### config.mk
export PLATFORM = sky130hd
export DESIGN_NAME = tkps_ram
export DESIGN_NICKNAME = d
export VERILOG_FILES = /design/src/tkps_ram.sv
export SDC_FILE = /design/constraint.sdc
export NUM_CORES = 1
export LEC_CHECK = 0
export BUFFER_PORTS_ARGS = -buffer_cell sky130_fd_sc_hd__buf_2
export CAP_MARGIN = 10
export CORE_ASPECT_RATIO = 1.2
export CORE_MARGIN = 1
export CORE_UTILIZATION = 39
export CTS_CLUSTER_SIZE = 28
export DETAILED_ROUTE_END_ITERATION = 6
export GPL_TIMING_DRIVEN = 0
export PLACE_DENSITY_LB_ADDON = 0.2
export SKIP_LAST_GASP = 1
export SLEW_MARGIN = 20
export SYNTH_ARGS = -nofsm -noshare
export SYNTH_HDL_FRONTEND = slang
export SYNTH_SLANG_ARGS = --single-unit
### constraint.sdc
create_clock -name clk -period 2 [get_ports clk]
set_clock_uncertainty 0.05 [all_clocks]
set_input_delay 0.2 -clock clk [delete_from_list [all_inputs] [get_ports clk]]
set_output_delay 0.2 -clock clk [all_outputs]
set_load 0.005 [all_outputs]
### src/tkps_ram.sv
// ----------------------------------------------------------------------------
// tkps_ram
// Generic single-port RAM with a registered read.
// ----------------------------------------------------------------------------
module tkps_ram #(
  parameter int WIDTH = 8,
  parameter int DEPTH = 16
) (
  input  logic                     clk,
  input  logic                     we,
  input  logic [$clog2(DEPTH)-1:0] addr,
  input  logic [WIDTH-1:0]         wdata,
  output logic [WIDTH-1:0]         rdata
);
  logic [WIDTH-1:0] mem [DEPTH];

  always_ff @(posedge clk) begin
    if (we) begin
      mem[addr] <= wdata;
    end
    rdata <= mem[addr];
  end
endmodule

* Yosys cells after proc, flatten, opt, wreduce, memory -nomap -nowiden *
Memories as Yosys holds them, arrays and structs flattened. A register that Yosys moved wholly into a read port is not among the register bits.
Cells that the tools add are included.

word-level totals
  register bits = 0
  bits in writable memories = 128
  input port bits = 14
  output and inout port bits = 8
  logic and storage cells = 3
  memories kept = 1

cells by class
  mux-type cells = 2

memories
  memory  words  width  read ports  clocked after Yosys merged registers in  wr ports  line  text
  mem     16     8      1           1                                        1         15    logic [WIDTH-1:0] mem [DEPTH];

operators by type and width
  kind               count
  two-way mux 1 bit  2

* Depth between registers and ports, before layout *
Gate-level depths: netlist (run 1).

  depth after elaboration = 2
  mapped depth = 5
  depth with buffers taken out = 3

* Worst setup path before layout (run 1) *
Ideal clock, no wire load.

  kind = input to register
  start = input addr[2]
  end = memory mem[0][0], enable pin
  library setup time = 0.383 ns
  data arrival time = 1.310 ns
  data required time = 1.567 ns
  path slack = 0.257 ns
  cell stages on the path = 2
  buffers on the path = 0
  cell sequence = or3b_2 > nor3_1

RTL lines
  what             line  text
  start, declared  11    input logic [$clog2(DEPTH)-1:0] addr,
  end, declared    15

Straight into the memory's write port.

* Final worst setup path (run 1) *
  start = input addr[1]
  end = memory mem[11][0], enable pin

Straight into the memory's write port.

==> impl_metrics.toml, run 1 <==
[cells_and_area]
final_cells = 445
seq_area_um2 = 4000
final_cell_mix = "edfxtp_1 (128), mux4_2 (32), buf_2 (21), clkbuf_16 (17), a22oi_1 (16)"
drive_above_1_share = 0.317
area_delta_synth_final_pct = 16.8
final_common_cell = "edfxtp_1"
antennaDiodeCount = 0
fin_nets = 282
multi_input_area_um2 = 1030
fillCellCount = 1053

[place]
place.detailed.hpwl_um = 6340
place_inst = 413
portBuffers = 19
dp_slack_ns = -0.429
place_congestion = 0.699

[synth]
ys_ff_latch = 136
synthesis.nets = 244
synth_compound_area_frac = 0.0237
yosysTopAreaCell = "edfxtp_1"
syn_area_um2 = 5070
avgSynthCellArea_um2 = 22.0
seq_area_frac_synth = 0.790
synth.top_cell.area_share = 0.759
synth_top_family_by_area = "multiplexers"
yosys.area_share.simple = 0.0321
yosysWarnings = 0
synth_xor_area_frac = 0
yosys-mux-area-fraction = 0.142
syn-instance-count = 230
synth.distinct_cells = 18
synthTopCellsByArea = "edfxtp_1 (76%), mux4_2 (14%), dfxtp_1 (3.2%)"
synth_fa_ha_area_frac = 0

[min_path]
holdPathEnd = "mem[0][3]"
hold_depth = 1
hold_path_class = "primary input to register"
hold_path_startpoint = "wdata[3]"

[cts]
cts_hold_buffers = 0
h-tree-depth = 4
cts.path.max_buffers = 2
path_clk_slew_ns = 0.06
clock_latency_ns = 0.41
cts-root-buf = "clkbuf_16"
cts_sinks = 136
post_cts_buffers = 0
numCtsBuffers = 17
tritoncts = "done"

[global_routing]
grt_overflow = 0
grt_first_pass_wirelength_um = 15000
grtUsageMet2 = 0.249
top_usage_layer = "met2"
grt_antenna_before_repair = 0
use_met3 = 0.0442
grt_pass1_vias = 2372
grt_max_degree = 17
track_usage = 0.164
use_met1 = 0.221

[timing]
final_max_slew_viol_count = 0
fin_ws_ns = 0.0365
period_share = 0.982
slew_headroom = 0.427
period_minus_slack_ns = 1.96
rsz0062_at_grt = "true"
finalSetupTns_ns = 0
hold_viol_final = 0
fmax_mhz = 509
worst_slew_pin_slew_ns = 0.856
finalSetupViolCount = 0

[power]
swShare = 0.202
power_frac_comb = 0.048
p_leak_nw = 1.90
p_per_area_nw_per_um2 = 1060
p_clk_frac = 0.440
power.net_switching_mw = 1.27
ir_drop_v = 0.000657
p_seq_frac = 0.512
intPower_mw = 4.99

[routing]
drtIter0Drc = 128
ant_nets = 0
wl_per_cell_um = 22.6
vias = 2340
drc = 0
first_pass_iters = 4
wl_um = 10100
routed_via_density = 5.26

[worst_setup_path]
arrival_ns = 1.95
crit_fanout = 10
critical_path.cell_chain = "buf_2 -> buf_1 -> nand2_1 -> nor2_1"
r2r_cells = 3
r2r_start = "mem[0][4]"
slowest_stage = "nor2_1"
reg2reg_slack_ns = 0.58
slowest_delay_ns = 0.70
r2r_end = "rdata[4]"
start_kind = "primary input"
critPathCaptureType = "register"
crit_required_ns = 1.98
crit_type = "primary input to register"

[floorplanning]
fp.dieH_um = 127
rows = 45
die_x_um = 106
coreArea_um2 = 12700
start_util = 0.400
die-area_um2 = 13500
ios = 22

[outcome]
status = "finished, final reports clean"

[job]
drv_cap = 0
==> worst max-delay path by stage <==
stage,slack (ns),endpoint,from,cells past startpoint
floorplan,0.26,mem[0][0],addr[2],2
global placement,-0.38,mem[0][1],addr[2],3
detailed placement,-0.43,mem[10][4],addr[1],4
CTS,0.02,mem[10][6],addr[1],4
global route,-0.07,mem[15][6],addr[1],4
finish,0.04,mem[11][0],addr[1],4
==> cell usage after synthesis, drive strengths merged <==
library cell and n:
nand2 9, nor2b 2, dfxtp 8, or3b 1, clkbuf 3, and2 1
nand3b 2, nand2b 2, nand3 1, buf 8, mux4 32, a22oi 16
nor3 4, nor2 13, edfxtp 128
==> state kept, by name (all words and copies together), names as in the netlist <==
name	flops
rdata	8
mem	128
==> worst max-delay path: cells and delay by family <==
family | cells | cell delay, ns
buffers and inverters | 2 | 0.78
AND/OR/NAND/NOR | 2 | 0.96
==> area by class of cell <==
| class | instances | area share |
|---|---|---|
| plain buffers | 11 | 0.0101 |
| well taps | 164 | 0.0347 |
| multi-input cells | 83 | 0.174 |
| clock inverters | 11 | 0.0140 |
| clock buffers | 21 | 0.0744 |
| repair buffers | 19 | 0.0161 |
| flip-flops and latches | 136 | 0.677 |
==> repair_timing <==
item / CTS / global route
endpoints found under the hold margin: 0 / 0
gates resized for setup: 0 / 3
endpoints found under the setup margin: 0 / 64
==> cell families after synthesis <==
| kind of cell | after synthesis |
|---|---|
| DFF | 136 |
| buffers and inverters | 11 |
| and+or+nand+nor | 35 |
| AOI/OAI and AO/OA | 16 |
| muxes | 32 |
==> metal layers <==
metal / share of wire / up-vias
li1: - / 1043
met5: 0 / -
met3: 0.036 / 16
met2: 0.48 / 54
met4: 0.022 / 0
met1: 0.46 / 1227
==> power by group through the flow <==
| stage | sequential, mW | combinational, mW | clock [mW] |
|---|---|---|---|
| after floorplan | 3.26 | 0.164 | 0 |
| after global placement | 3.26 | 0.297 | 0 |
| after detailed placement | 3.26 | 0.306 | 0 |
| after CTS | 3.20 | 0.307 | 2.81 |
| after global routing | 3.21 | 0.327 | 2.93 |
| final | 3.20 | 0.300 | 2.75 |
==> through the flow <==
step | total power [mW] | instance area (um^2) | hold slack [ns] | utilization
4_1_cts | 6.32 | 5910 | 0.138 | 0.467
2_1_floorplan | 3.43 | 5070 | 0.249 | -
3_3_place_gp | 3.55 | 5370 | 0.526 | 0.424
6_report | 6.26 | 5920 | 0.146 | 0.467
5_1_grt | 6.47 | 5920 | 0.147 | 0.467
3_5_place_dp | 3.57 | 5390 | 0.523 | 0.425
No activity file was read; power rests on OpenSTA's default activity.
==> inputs of run 2 (changes only) <==
Settings changed: CORE_UTILIZATION 39 to 46, SKIP_CTS_REPAIR_TIMING from default to 1.
==> impl_metrics.toml, run 2 (same netlist as run 1, synthesis figures left out) <==
[min_path]
hold_path_class = "primary input to register"
hold_depth = 1

[timing]
fin_ws_ns = 0.0519
slew_headroom = 0.475
period_minus_slack_ns = 1.95
rsz0062_at_grt = "true"
fmax_mhz = 513
period_share = 0.974
final_max_slew_viol_count = 0
worst_slew_pin_slew_ns = 0.785
finalSetupViolCount = 0
hold_viol_final = 0

[global_routing]
grt_antenna_before_repair = 0
grt_max_degree = 17
grt_first_pass_wirelength_um = 14000
grt_overflow = 0
grt_pass1_vias = 2393
track_usage = 0.182

[floorplanning]
die-area_um2 = 11400
ios = 22
rows = 41
fp.dieH_um = 117
start_util = 0.477
die_x_um = 97.8
coreArea_um2 = 10600

[worst_setup_path]
critPathCaptureType = "register"
r2r_end = "rdata[2]"
reg2reg_slack_ns = 0.55
arrival_ns = 1.93
r2r_start = "mem[3][2]"
crit_fanout = 10
crit_type = "primary input to register"
start_kind = "primary input"
startpoint = "addr[1]"
crit_required_ns = 1.98
r2r_cells = 3
crit_end = "mem[15][5]"

[place]
place_inst = 378
place_congestion = 0.731
place.detailed.hpwl_um = 5950
dp_slack_ns = -0.405
portBuffers = 19

[cts]
tritoncts = "done"
h-tree-depth = 4
cts_sinks = 136
path_clk_slew_ns = 0.05
clock_latency_ns = 0.40
numCtsBuffers = 17
cts.path.max_buffers = 2
cts-root-buf = "clkbuf_16"

[cells_and_area]
largest_reg_flops = 128
final_cell_mix = "edfxtp_1 (128), mux4_2 (32), buf_2 (21), clkbuf_16 (17), a22oi_1 (16)"
largest-register = "mem"
final_cells = 410
area_delta_synth_final_pct = 16.8
antennaDiodeCount = 0
top_regs = "mem x128, rdata x8"
drive_above_1_share = 0.317
final_common_cell = "edfxtp_1"
fin_nets = 282
fillCellCount = 784

[routing]
wl_um = 9410
routed_via_density = 5.64
drtIter0Drc = 175
drc = 6
first_pass_iters = 6
vias = 2311
wl_per_cell_um = 23.0
ant_nets = 0

[power]
p_leak_nw = 1.93
p_per_area_nw_per_um2 = 1090
ir_drop_v = 0.000535

[job]
drv_cap = 0

[outcome]
status = "finished with violations"
violations = "DRC"
==> run 2: cell count changes in the layout (fill, tap and decap cells not counted) <==
cell        before  now
clkinv_2         5    1
nor2_2           3    1
clkbuf_8         0    9
clkbuf_1         6    7
clkinvlp_4       1    0
clkinv_4         1    0
clkinv_1         3    0
bufinv_16        1    0
nor2_1          10   12
==> run 2: area by class of cell <==
cell class,instances,area [um^2],area share
plain buffers,11,60.1,0.0101
clock buffers,31,568,0.0960
clock inverters,1,5.00,0.000845
multi-input cells,83,1030,0.173
flip-flops and latches,136,4000,0.676
well taps,129,161,0.0273
repair buffers,19,95.1,0.0161
==> run 2: how the worst min path moves through the flow <==
stage / start / to / slack [ns]
detailed placement: rdata[7] / rdata[7] / 0.53
global route: wdata[0] / mem[15][0] / 0.15
finish: wdata[3] / mem[7][3] / 0.15
CTS: wdata[3] / mem[14][3] / 0.14
floorplan: wdata[0] / mem[0][0] / 0.25
global placement: rdata[4] / rdata[4] / 0.53
==> run 2: worst max-delay path, cell delays in order <==
cell	delay, ns
buf_2	0.26
buf_1	0.52
nand2_1	0.26
nor2_1	0.67
==> run 2: metrics by stage <==
step	setup TNS (ns)	util	hold WS [ns]	instance area, um^2	power [mW]
floorplan	0	-	0.249	5070	3.43
global placement	-31.52	0.501	0.526	5320	3.55
detailed placement	-28.14	0.503	0.526	5340	3.56
CTS	-0.202	0.557	0.143	5920	6.46
global route	-2.42	0.557	0.150	5920	6.60
finish	0	0.557	0.154	5920	6.42
==> run 2: layer usage <==
metal	track usage	wire, um	up-vias
met5	0	0	-
met2	0.282	4690	66
met1	0.245	4100	1201
li1	-	-	1035
met4	0.0899	181	0
met3	0.0445	443	9
==> run 2: report_power, final <==
group | switching, mW | internal (mW) | leakage [nW] | total, mW
clock network | 1.04 | 1.89 | 0.284 | 2.93
registers | 0.0141 | 3.19 | 1.22 | 3.20
logic | 0.176 | 0.120 | 0.422 | 0.296
